$ cat config.mk
export PLATFORM = sky130hd
export DESIGN_NAME = motor_fault_supervisor
export DESIGN_NICKNAME = d
export VERILOG_FILES = /design/src/rtl/core/mfs_pkg.sv /design/src/rtl/core/motor_fault_supervisor.sv /design/src/rtl/core/mfs_cfg_regs.sv
export SDC_FILE = /design/constraint.sdc
export NUM_CORES = 1
export LEC_CHECK = 0
export BUFFER_PORTS_ARGS = -buffer_cell sky130_fd_sc_hd__buf_2
export CAP_MARGIN = 20
export CORE_MARGIN = 4
export CORE_UTILIZATION = 62
export CTS_CLUSTER_DIAMETER = 150
export CTS_CLUSTER_SIZE = 40
export DETAILED_ROUTE_END_ITERATION = 8
export PLACE_DENSITY = 0.86
export SLEW_MARGIN = 20
export SYNTH_ARGS = -nofsm -noshare
export SYNTH_HDL_FRONTEND = slang
export SYNTH_SLANG_ARGS = --single-unit
$ cat constraint.sdc
create_clock -name i_clk -period 6 [get_ports i_clk]
set_input_delay 0.6 -clock i_clk [delete_from_list [all_inputs] [get_ports i_clk]]
set_output_delay 0.6 -clock i_clk [all_outputs]
set_load 0.02 [all_outputs]
$ cat src/rtl/core/mfs_pkg.sv
// shared types, register indexes and constants for the motor fault supervisor
// no dependencies
`default_nettype none

package mfs_pkg;

    localparam int VOLT_W  = 10;
    localparam int CUR_W   = 16;
    localparam int TEMP_W  = 8;
    localparam int CNT_W   = 16;
    localparam int HOT_W   = 8;
    localparam int FAULT_W = 7;
    localparam int CFG_IDX_W  = 3;
    localparam int CFG_DATA_W = 16;
    localparam int IN_DATA_W  = 40;
    localparam int OUT_DATA_W = 24;

    // fault bit positions
    localparam int FB_OC    = 0;
    localparam int FB_START = 1;
    localparam int FB_UV    = 3;
    localparam int FB_OT    = 4;
    localparam int FB_OV    = 5;
    localparam int FB_OTHER = 6;

    localparam logic [HOT_W-1:0] TEMP_PERSIST_TICKS = 8'd10;

    // peak * 1000 / 1414 as peak * ceil(2^29 / 707) * 500 >> 29, exact for 10 bit peak
    localparam int RMS_SHIFT = 29;
    localparam int RMS_PROD_W = 39;
    localparam logic [RMS_PROD_W-1:0] RMS_MAGIC = 39'd379682500;

    typedef enum logic [CFG_IDX_W-1:0] {
        CFG_UV_LIMIT       = 3'd0,
        CFG_OV_LIMIT       = 3'd1,
        CFG_UV_RECOV_LOW   = 3'd2,
        CFG_UV_RECOV_HIGH  = 3'd3,
        CFG_OV_RECOV_HIGH  = 3'd4,
        CFG_VOLT_PERSIST   = 3'd5,
        CFG_OC_LIMIT       = 3'd6,
        CFG_OT_LIMIT       = 3'd7
    } t_cfg_idx;

    typedef struct packed {
        logic [VOLT_W-1:0]        uv_limit;
        logic [VOLT_W-1:0]        ov_limit;
        logic [VOLT_W-1:0]        uv_recov_low;
        logic [VOLT_W-1:0]        uv_recov_high;
        logic [VOLT_W-1:0]        ov_recov_high;
        logic [CNT_W-1:0]         volt_persist;
        logic [CUR_W-1:0]         oc_limit;
        logic signed [TEMP_W-1:0] ot_limit;
    } t_cfg;

    function automatic logic [VOLT_W-1:0] peak_to_rms(input logic [VOLT_W-1:0] peak);
        logic [RMS_PROD_W-1:0] prod;
        prod = RMS_PROD_W'(peak) * RMS_MAGIC;
        return prod[RMS_PROD_W-1:RMS_SHIFT];
    endfunction

endpackage

`default_nettype wire

$ cat src/rtl/core/motor_fault_supervisor.sv
// top level of the motor fault supervisor: input stage, fault evaluation, result register
// depends on mfs_pkg and mfs_cfg_regs
`default_nettype none

// One beat in gives one beat out. A beat is taken every cycle when the output side keeps up;
// the peak-to-RMS multiply runs into the input register, then the threshold compares and
// counter updates run into the result register. While a result waits, the input register
// still takes one beat, then the block stalls until the result is taken.
// Configuration writes are registered and must land while the block is idle.
module motor_fault_supervisor
    import mfs_pkg::*;
#(
    parameter logic [HOT_W-1:0] TEMP_PERSIST = TEMP_PERSIST_TICKS
)
(
    input  wire logic                  i_clk,
    input  wire logic                  i_rst_n,
    input  wire logic                  s_axis_tvalid,
    output logic                       s_axis_tready,
    // bus_voltage_peak[9:0], current_code[25:10], temperature_c[33:26],
    // startup_fault[34], other_fault[35], zero pad[39:36]
    input  wire logic [IN_DATA_W-1:0]  s_axis_tdata,
    output logic                       m_axis_tvalid,
    input  wire logic                  m_axis_tready,
    // fault_bits[6:0], error_mode_request[7], resume_request[8],
    // overcurrent_trip[9], rms_voltage[19:10], zero pad[23:20]
    output logic [OUT_DATA_W-1:0]      m_axis_tdata,
    input  wire logic                  i_cfg_valid,
    output logic                       o_cfg_ready,
    input  wire logic [CFG_IDX_W-1:0]  i_cfg_index,
    input  wire logic [CFG_DATA_W-1:0] i_cfg_data
);

    t_cfg cfg;

    mfs_cfg_regs u_cfg_regs (
        .i_clk      (i_clk),
        .i_rst_n    (i_rst_n),
        .i_wr_en    (i_cfg_valid),
        .i_wr_index (i_cfg_index),
        .i_wr_data  (i_cfg_data),
        .o_cfg      (cfg)
    );

    assign o_cfg_ready = 1'b1;

    // input stage
    logic                     r_in_valid;
    logic [VOLT_W-1:0]        r_in_rms;
    logic [CUR_W-1:0]         r_in_cur;
    logic signed [TEMP_W-1:0] r_in_temp;
    logic                     r_in_start;
    logic                     r_in_other;

    // state
    logic [FAULT_W-1:0] r_flags;
    logic [CNT_W-1:0]   r_low_cnt;
    logic [CNT_W-1:0]   r_high_cnt;
    logic [HOT_W-1:0]   r_hot_cnt;

    // result register
    logic               r_out_valid;
    logic [FAULT_W-1:0] r_out_bits;
    logic               r_out_err;
    logic               r_out_resume;
    logic               r_out_trip;
    logic [VOLT_W-1:0]  r_out_rms;

    logic               advance;
    logic               in_beat;
    logic [FAULT_W-1:0] n_flags;
    logic [CNT_W-1:0]   n_low_cnt;
    logic [CNT_W-1:0]   n_high_cnt;
    logic [HOT_W-1:0]   n_hot_cnt;
    logic               n_resume;
    logic               n_trip;
    logic [CNT_W-1:0]   low_inc;
    logic [CNT_W-1:0]   high_inc;
    logic [HOT_W-1:0]   hot_inc;

    assign advance       = r_in_valid && (!r_out_valid || m_axis_tready);
    assign s_axis_tready = !r_in_valid || advance;
    assign in_beat       = s_axis_tvalid && s_axis_tready;

    assign low_inc  = r_low_cnt + 16'd1;
    assign high_inc = r_high_cnt + 16'd1;
    assign hot_inc  = r_hot_cnt + 8'd1;

    always_comb begin
        n_flags    = r_flags;
        n_low_cnt  = '0;
        n_high_cnt = '0;
        n_hot_cnt  = r_hot_cnt;
        n_resume   = 1'b0;
        n_trip     = 1'b0;

        if (r_in_rms < cfg.uv_limit) begin
            if (low_inc > cfg.volt_persist) begin
                n_flags[FB_UV] = 1'b1;
            end else begin
                n_low_cnt = low_inc;
            end
        end

        if (r_in_rms > cfg.ov_limit) begin
            if (high_inc > cfg.volt_persist) begin
                n_flags[FB_OV] = 1'b1;
            end else begin
                n_high_cnt = high_inc;
            end
        end

        // recovery sees bits set above in the same beat
        if (r_in_rms > cfg.uv_recov_low && r_in_rms < cfg.uv_recov_high && n_flags[FB_UV]) begin
            n_flags[FB_UV] = 1'b0;
            n_resume       = 1'b1;
        end

        if (r_in_rms < cfg.ov_recov_high && r_in_rms > cfg.uv_limit && n_flags[FB_OV]) begin
            n_flags[FB_OV] = 1'b0;
            n_resume       = 1'b1;
        end

        if (r_in_cur > cfg.oc_limit) begin
            n_trip         = 1'b1;
            n_flags[FB_OC] = 1'b1;
        end
        if (r_in_start) begin
            n_flags[FB_START] = 1'b1;
        end
        if (r_in_other) begin
            n_flags[FB_OTHER] = 1'b1;
        end

        if (r_in_temp > cfg.ot_limit) begin
            if (hot_inc > TEMP_PERSIST) begin
                n_hot_cnt      = '0;
                n_flags[FB_OT] = 1'b1;
            end else begin
                n_hot_cnt = hot_inc;
            end
        end else if (r_in_temp < cfg.ot_limit) begin
            n_hot_cnt = '0;
            if (n_flags[FB_OT]) begin
                n_flags[FB_OT] = 1'b0;
                n_resume       = 1'b1;
            end
        end
    end

    always_ff @(posedge i_clk) begin
        if (!i_rst_n) begin
            r_in_valid <= 1'b0;
        end else if (in_beat) begin
            r_in_valid <= 1'b1;
        end else if (advance) begin
            r_in_valid <= 1'b0;
        end
    end

    always_ff @(posedge i_clk) begin
        if (in_beat) begin
            r_in_rms   <= peak_to_rms(s_axis_tdata[9:0]);
            r_in_cur   <= s_axis_tdata[25:10];
            r_in_temp  <= $signed(s_axis_tdata[33:26]);
            r_in_start <= s_axis_tdata[34];
            r_in_other <= s_axis_tdata[35];
        end
    end

    always_ff @(posedge i_clk) begin
        if (!i_rst_n) begin
            r_flags     <= '0;
            r_low_cnt   <= '0;
            r_high_cnt  <= '0;
            r_hot_cnt   <= '0;
            r_out_valid <= 1'b0;
        end else begin
            if (advance) begin
                r_flags     <= n_flags;
                r_low_cnt   <= n_low_cnt;
                r_high_cnt  <= n_high_cnt;
                r_hot_cnt   <= n_hot_cnt;
                r_out_valid <= 1'b1;
            end else if (m_axis_tready) begin
                r_out_valid <= 1'b0;
            end
        end
    end

    always_ff @(posedge i_clk) begin
        if (advance) begin
            r_out_bits   <= n_flags;
            r_out_err    <= |n_flags;
            r_out_resume <= n_resume;
            r_out_trip   <= n_trip;
            r_out_rms    <= r_in_rms;
        end
    end

    assign m_axis_tvalid = r_out_valid;
    assign m_axis_tdata  = {4'b0000, r_out_rms, r_out_trip, r_out_resume, r_out_err, r_out_bits};

`ifndef SYNTHESIS
    a_err_matches_bits: assert property (@(posedge i_clk) disable iff (!i_rst_n)
        r_out_valid |-> (r_out_err == (r_out_bits != '0)))
        else $error("error mode request disagrees with fault bits");

    a_trip_sets_oc: assert property (@(posedge i_clk) disable iff (!i_rst_n)
        (r_out_valid && r_out_trip) |-> r_out_bits[FB_OC])
        else $error("overcurrent trip without overcurrent bit");

    a_state_holds: assert property (@(posedge i_clk) disable iff (!i_rst_n)
        !advance |=> ($stable(r_flags) && $stable(r_low_cnt) && $stable(r_hot_cnt)))
        else $error("supervisor state changed without a beat");

    a_spare_bit_clear: assert property (@(posedge i_clk) disable iff (!i_rst_n)
        r_flags[2] == 1'b0)
        else $error("unused fault bit set");
`endif

endmodule

`default_nettype wire

$ cat src/rtl/core/mfs_cfg_regs.sv
// threshold register file of the motor fault supervisor
// depends on mfs_pkg
`default_nettype none

module mfs_cfg_regs
    import mfs_pkg::*;
(
    input  wire logic                  i_clk,
    input  wire logic                  i_rst_n,
    input  wire logic                  i_wr_en,
    input  wire logic [CFG_IDX_W-1:0]  i_wr_index,
    input  wire logic [CFG_DATA_W-1:0] i_wr_data,
    output t_cfg                       o_cfg
);

    t_cfg r_cfg;

    always_ff @(posedge i_clk) begin
        if (!i_rst_n) begin
            r_cfg.uv_limit      <= 10'd135;
            r_cfg.ov_limit      <= 10'd295;
            r_cfg.uv_recov_low  <= 10'd140;
            r_cfg.uv_recov_high <= 10'd290;
            r_cfg.ov_recov_high <= 10'd265;
            r_cfg.volt_persist  <= 16'd2000;
            r_cfg.oc_limit      <= 16'd26809;
            r_cfg.ot_limit      <= 8'sd60;
        end else if (i_wr_en) begin
            case (t_cfg_idx'(i_wr_index))
                CFG_UV_LIMIT:      r_cfg.uv_limit      <= i_wr_data[VOLT_W-1:0];
                CFG_OV_LIMIT:      r_cfg.ov_limit      <= i_wr_data[VOLT_W-1:0];
                CFG_UV_RECOV_LOW:  r_cfg.uv_recov_low  <= i_wr_data[VOLT_W-1:0];
                CFG_UV_RECOV_HIGH: r_cfg.uv_recov_high <= i_wr_data[VOLT_W-1:0];
                CFG_OV_RECOV_HIGH: r_cfg.ov_recov_high <= i_wr_data[VOLT_W-1:0];
                CFG_VOLT_PERSIST:  r_cfg.volt_persist  <= i_wr_data[CNT_W-1:0];
                CFG_OC_LIMIT:      r_cfg.oc_limit      <= i_wr_data[CUR_W-1:0];
                CFG_OT_LIMIT:      r_cfg.ot_limit      <= $signed(i_wr_data[TEMP_W-1:0]);
                default: ;
            endcase
        end
    end

    assign o_cfg = r_cfg;

endmodule

`default_nettype wire
==> results of run 1 <==
-- flip-flops by register name, summed over array words and instances, names as in the netlist --
name,count
r_in_cur,16
r_in_temp,8
r_in_start,1
m_axis_tvalid,1
r_out_rms,10
r_flags,6
r_in_other,1
r_low_cnt,16
u_cfg_regs.o_cfg,90
r_out_resume,1
r_high_cnt,16
r_out_bits,6
r_out_trip,1
r_hot_cnt,8
r_out_err,1
r_in_rms,10
r_in_valid,1
-- cells in the final DEF, fill, tap and decap left out, types with 3 or more instances in the layout --
master     instances
ha_1             207
nand2_1          204
inv_1            201
dfxtp_1          138
a21oi_1          125
buf_2             80
fa_1              69
edfxtp_1          55
nand3_1           49
nor2_1            45
a21o_1            39
o211ai_1          36
nand4_1           25
xor2_1            22
xnor2_1           21
o21ai_0           20
clkbuf_16         18
and3_1            16
nor2b_1           13
nand2b_1          10
o21a_1             9
buf_4              9
or2_2              8
nor3_1             8
a22oi_1            7
a211oi_1           6
a31oi_1            6
conb_1             6
o21bai_1           4
or3_1              4
or4_1              3
a31o_2             3
a21boi_0           3
and2_1             3
bufinv_16          3
inv_6              3
-- kinds of logic (layout without fill, tap and decap cells) --
group	after synthesis	after routing
AOI/OAI and AO/OA	284	284
xor gates and xnor gates	43	43
adders and majority gates	276	276
buffers and inverters	261	324
DFF	193	193
muxes	1	1
other	2	6
and+or+nand+nor	402	402
-- where the power goes --
group          internal (mW)  switching (mW)  total (mW)
combinational          0.856            1.13        1.99
sequential              1.46           0.118        1.58
clock                  0.689           0.516        1.21
total                   3.01            1.77        4.78
-- how the worst max path moves through the flow --
stage | from | endpoint | depth (start not counted)
after floorplan | s_axis_tdata[1] | r_in_rms[7] | 16
after global placement | s_axis_tdata[4] | r_in_rms[7] | 19
after detailed placement | s_axis_tdata[4] | r_in_rms[7] | 19
after CTS | s_axis_tdata[4] | r_in_rms[7] | 19
after global routing | s_axis_tdata[4] | r_in_rms[7] | 19
final | s_axis_tdata[4] | r_in_rms[7] | 19
-- metal layers --
layer / global-route usage [%] / wire length [um]
met4: 11.8 / 1100
met5: 0 / 0
met3: 5.51 / 2340
met1: 33.6 / 13100
met2: 44.7 / 15000
-- critical path, delay by kind of cell --
family | cells | cell delay [ns]
XOR/XNOR | 1 | 0.17
AND/OR/NAND/NOR | 1 | 0.07
adder cells (fa/ha/maj) | 6 | 2.81
AO/OA/AOI/OAI | 6 | 1.52
buffers and inverters | 5 | 0.48
-- cell type report --
type / instances / area (um^2) / area share, %
clock buffer: 19 / 454 / 3.09
clock inverter: 13 / 171 / 1.17
multi-input combinational: 1012 / 8070 / 54.9
inverter: 203 / 762 / 5.19
sequential: 193 / 4410 / 30.1
timing repair buffer: 89 / 468 / 3.19
tap: 275 / 344 / 2.34
-- through the flow --
step / hold slack, ns / cell area, um^2
final: 0.334 / 14700
after floorplan: 0.429 / 13500
after global placement: 0.440 / 14000
after detailed placement: 0.446 / 14100
after global routing: 0.319 / 14700
after CTS: 0.321 / 14700
==> summary.md, run 1 <==
| Metric | Value |
|---|---|
| Post-synth ARST share | `0%` |
| Setup crit end kind | `flip-flop` |
| TritonCTS clock tree | `yes` |
| Ys flop type | `dfxtp_1` |
| Total number of vias | `10602` |
| CTS sink cnt | `193` |
| DRT Pass-1 Iters | `5` |
| Clock skew | `0.00899 ns` |
| Area leader, netlist | `dfxtp_1` |
| Syn avg cell area | `9.23 um^2` |
| Fin crit period | `5.48 ns` |
| Post-CTS setup buffer count | `0` |
| Share of layout cells above drive strength 1 | `9.35%` |
| Number of synthesized flops with an enable pin | `55` |
| Total power | `4.78 mW` |
| Cts hold-fix bufs | `0` |
| Starting density of the core | `63.6%` |
| Endpoints failing hold | `0` |
| Arr. time, crit path | `5.65 ns` |
| Max-capacitance violation count | `0` |
| Final setup vio count | `0` |
| #FFs+latches synth | `193` |
| Clock root buffer | `clkbuf_16` |
| Post-cts sizing count | `0` |
| Clock transition at path regs | `0.07 ns` |
| # nets final | `1856` |
| Non-Filler Instances | `1804` |
| Worst-Skew Late Latency | `0.44 ns` |
| Core area | `21200 um^2` |
| Setup_tns | `0 ns` |
| Yosys cell types | `67` |
| Max Slew Vio Count | `0` |
| WL/cell | `17.5 um` |
| Routed vias/inst | `5.88` |
| Post-Syn Area | `13500 um^2` |
| Simple logic cell fraction of the synthesized area | `13.8%` |
| Overflow after GRT | `0` |
| Largest family of logic cells by synthesized area | `adder cells` |
| Largest net degree at the start of global routing | `53` |
| Routed WL | `31500 um` |
| Area Growth Syn to Fin | `8.80%` |
| Mux cell area share after synthesis | `0.0742%` |
| Syn. warnings | `0` |
| Final worst path period share | `91.3%` |
| Pleak | `6.82 nW` |
| Vias in the first global route | `10794` |
| Hold WC Path Type | `in2reg` |
| Post-synthesis adder-cell area fraction | `29.4%` |
| First-pass GRT wire length | `52100 um` |
| R2R Setup Slk | `2.31 ns` |
| Synth top area share | `20.5%` |
| Top post-synthesis cells by area | `dfxtp_1 (20%), ha_1 (19%), edfxtp_1 (12%), fa_1 (10%), nand2_1 (5.7%)` |
| Post-synthesis compound-gate area fraction | `13.5%` |
| Total CTS buffers | `17` |
| VDD IR max | `0.000337 V` |
| Slew margin rel. | `30.8%` |
| Least-Margin Pin Slew | `1.03 ns` |
| Final core occ | `69.2%` |
| Placer Congestion | `0.933` |
| Port Buf Inserts | `80` |
| Status | `completed` |
| Setup WS post-layout | `0.520 ns` |
| Total I/O pin count | `91` |
| RSZ-0062 raised after global routing | `false` |
| Crit path kind | `in2reg` |
| Count leader, synth | `ha_1` |
| Seq/Total Area, Yosys | `32.7%` |
| Antenna violations before repair | `0` |
| Hold path startpoint | `s_axis_tdata[35]` |
| Fillers | `1573` |
| Placed cells | `1772` |
| Hold Path Depth | `1` |
| XOR/XNOR Fraction of Synth Area | `2.79%` |
| Required time of the critical path | `6.17 ns` |
| Chip width | `156 um` |
| CP max stage cell | `fa_1` |
| Antenna Nets Post-Route | `0` |
| Min-Delay Endpoint | `r_in_other` |
| N_diodes | `0` |
| Max incr delay on CP | `0.57 ns` |
| Die height | `156 um` |
| Syn Inst Count | `1462` |
| Fmax | `0.182 GHz` |
| Die area | `24200 um^2` |
| H-tree Lvls | `4` |
| RR Startpoint | `r_low_cnt[0]` |
| Top post-synthesis cells by count | `ha_1 (207), nand2_1 (204), inv_1 (202), dfxtp_1 (138), a21oi_1 (125)` |
| Total track usage | `26.7%` |
| Largest buffer count on any clock path | `2` |
| CP max FO | `6` |
| Initial DRC Count | `689` |
| Std cell rows | `53` |
| Placed wire-length estimate | `23500 um` |
| Critical path, cell by cell | `buf_2 > inv_1 > fa_1 > fa_1 > inv_1 > fa_1 > inv_1 > fa_1 > inv_1 > ha_1 > ha_1 > a21oi_1 > nor2_1 > a211oi_1 > o211ai_1 > a221o_1 > a31oi_1 > o21ai_0 > xor2_1` |
| Crit Reg-Reg Endpoint | `r_low_cnt[7]` |
| Residual DRC | `0` |
| Pre-CTS WS | `0.0924 ns` |
| Reg2reg path depth | `13` |
| Pwr dens | `326 nW/um^2` |
| Startpoint type of the worst setup path | `primary input` |
Note: power is estimated with default switching activity, not from simulation.
==> run 2, diff against run 1 <==
CORE_MARGIN = 8   (was 4)
CORE_UTILIZATION = 40   (was 62)
PLACE_DENSITY = 0.62   (was 0.86)
==> run 2 against run 1 <==
  * Critical path depth is the same
  * Wire length up 1.4%
  * Clock-buffer cell count fell by 1
  * Flip-flop and latch count unchanged
  * Register-to-register slack worse by 0.17 ns
  * Via count down 6.0%
  * Combinational power is 3% lower
  * Critical path type unchanged
  * Highest routed layer unchanged
==> summary.md, run 2 (synthesis results as in run 1) <==
| Metric | Value |
|---|---|
| Status | `completed` |
| Initial DRC Count | `413` |
| Switch Pwr | `1.75 mW` |
| Core area | `33400 um^2` |
| Starting density of the core | `40.4%` |
| Clock root buffer | `clkbuf_16` |
| CP max stage cell | `fa_1` |
| N_diodes | `0` |
| Fillers | `3253` |
| Total track usage | `16.6%` |
| Internal Power | `2.94 mW` |
| Final setup vio count | `0` |
| RSZ-0062 raised after global routing | `false` |
| Post-CTS setup buffer count | `0` |
| Post-cts sizing count | `0` |
| Total CTS buffers | `17` |
| Endpoints failing hold | `0` |
| Critical path, cell by cell | `buf_2 > fa_1 > fa_1 > inv_1 > fa_1 > inv_1 > fa_1 > inv_1 > fa_1 > inv_1 > ha_1 > a21oi_1 > nor2_1 > a211oi_1 > o211ai_1 > a221o_1 > a31oi_1 > o21ai_0 > xor2_1` |
| Clock skew | `0.0119 ns` |
| Comb pwr share | `41.3%` |
| Cell mode on critical path | `fa_1` |
| Total number of vias | `9971` |
| Max-capacitance violation count | `0` |
| Placer Congestion | `0.851` |
| Final hold slack | `0.335 ns` |
| Die area | `39900 um^2` |
| Sequential power share | `33.8%` |
| Clock transition at path regs | `0.07 ns` |
| Pleak | `6.82 nW` |
| Area Growth Syn to Fin | `10.4%` |
| Arr. time, crit path | `5.55 ns` |
| TritonCTS clock tree | `yes` |
| Storage element area | `4410 um^2` |
| Port Buf Inserts | `80` |
| Hold WC Path Type | `in2reg` |
| Setup_tns | `0 ns` |
| Final worst path period share | `89.3%` |
| First-pass GRT wire length | `52100 um` |
| DRT Pass-1 Iters | `5` |
| Least-Margin Pin Slew | `0.950 ns` |
| Startpoint type of the worst setup path | `primary input` |
| Chip width | `200 um` |
| Fmax | `0.187 GHz` |
| Fin crit period | `5.36 ns` |
| Crit path kind | `in2reg` |
| CP max FO | `5` |
| Routed vias/inst | `5.04` |
| Max Slew Vio Count | `0` |
| Hold path startpoint | `s_axis_tdata[24]` |
| Total I/O pin count | `91` |
| Setup WS post-layout | `0.641 ns` |
| Residual DRC | `0` |
| H-tree Lvls | `4` |
| Share of layout cells above drive strength 1 | `9.66%` |
| Slew margin rel. | `36.3%` |
| Antenna violations before repair | `0` |
| Placed wire-length estimate | `24600 um` |
| Worst-Skew Late Latency | `0.44 ns` |
| Max incr delay on CP | `0.62 ns` |
| Std cell rows | `67` |
| Antenna Nets Post-Route | `0` |
| Commonest non-fill, non-tap cell in the layout | `ha_1` |
| Required time of the critical path | `6.19 ns` |
| Overflow after GRT | `0` |
| Clk network pwr share | `24.8%` |
| VDD IR max | `0.000290 V` |
| Setup crit end kind | `flip-flop` |
| Cts hold-fix bufs | `0` |
| WL/cell | `16.1 um` |
| Die height | `200 um` |
| Largest buffer count on any clock path | `2` |
| Vias in the first global route | `9990` |
| Switch share | `37.3%` |
| Reg2reg path depth | `13` |
| Largest net degree at the start of global routing | `70` |
| Routed WL | `32000 um` |
| Multi-input logic area | `8070 um^2` |
| Max reg flops | `90` |
| Pwr dens | `315 nW/um^2` |
| CTS sink cnt | `193` |
| Crit path from | `s_axis_tdata[1]` |
| Pre-CTS WS | `0.160 ns` |
| Commonest non-fill, non-tap cells in the layout | `ha_1 (207), nand2_1 (204), inv_1 (201)` |
| RR Startpoint | `r_low_cnt[0]` |
| Hold Path Depth | `1` |
| # nets final | `1859` |
[run 2: path summary, 6_finish.rpt]
path	to	slack, ns
max	r_in_rms[7]	0.64
max reg2reg	r_low_cnt[7]	2.14
min reg2reg	u_cfg_regs.o_cfg[54]	0.46
min	r_in_cur[14]	0.33
[run 2: worst max-delay path, delay by kind of cell]
family                   cells  cell delay (ns)
adder cells (fa/ha/maj)      6             2.86
AO/OA/AOI/OAI                6             1.49
AND/OR/NAND/NOR              1             0.07
XOR/XNOR                     1             0.16
buffers and inverters        5             0.37
[run 2: power groups by stage]
| stage | Combinational (mW) | Clock [mW] | Sequential [mW] |
|---|---|---|---|
| 2_1_floorplan | 1.44 | 0 | 1.56 |
| 3_3_place_gp | 1.88 | 0 | 1.62 |
| 3_5_place_dp | 1.94 | 0 | 1.62 |
| 4_1_cts | 1.96 | 1.19 | 1.59 |
| 5_1_grt | 2.27 | 1.24 | 1.60 |
| 6_report | 1.94 | 1.16 | 1.59 |
[run 2: per-stage QoR]
stage | total power, mW | std cells | utilization [%] | cell area (um^2)
floorplan | 3.00 | 1466 | - | 13500
detailed placement | 3.56 | 1948 | 42.9 | 14300
finish | 4.69 | 1980 | 44.6 | 14900
global placement | 3.50 | 1948 | 42.9 | 14300
CTS | 4.74 | 1980 | 44.6 | 14900
global route | 5.10 | 1980 | 44.6 | 14900
[run 2: cell type report]
cell class	instances	share of cell area (%)
Tap cell	448	3.76
Clock inverter	14	1.13
Clock buffer	18	2.88
Multi-Input combinational cell	1012	54.2
Timing Repair Buffer	92	3.29
Inverter	203	5.12
Sequential cell	193	29.6
[run 2: layer usage]
metal | GRT usage, % | wire length [um] | vias up
li1 | - | - | 5079
met1 | 22.1 | 15400 | 4710
met2 | 27.5 | 15000 | 158
met3 | 3.08 | 1100 | 24
met4 | 4.01 | 410 | 0
met5 | 0 | 0 | -
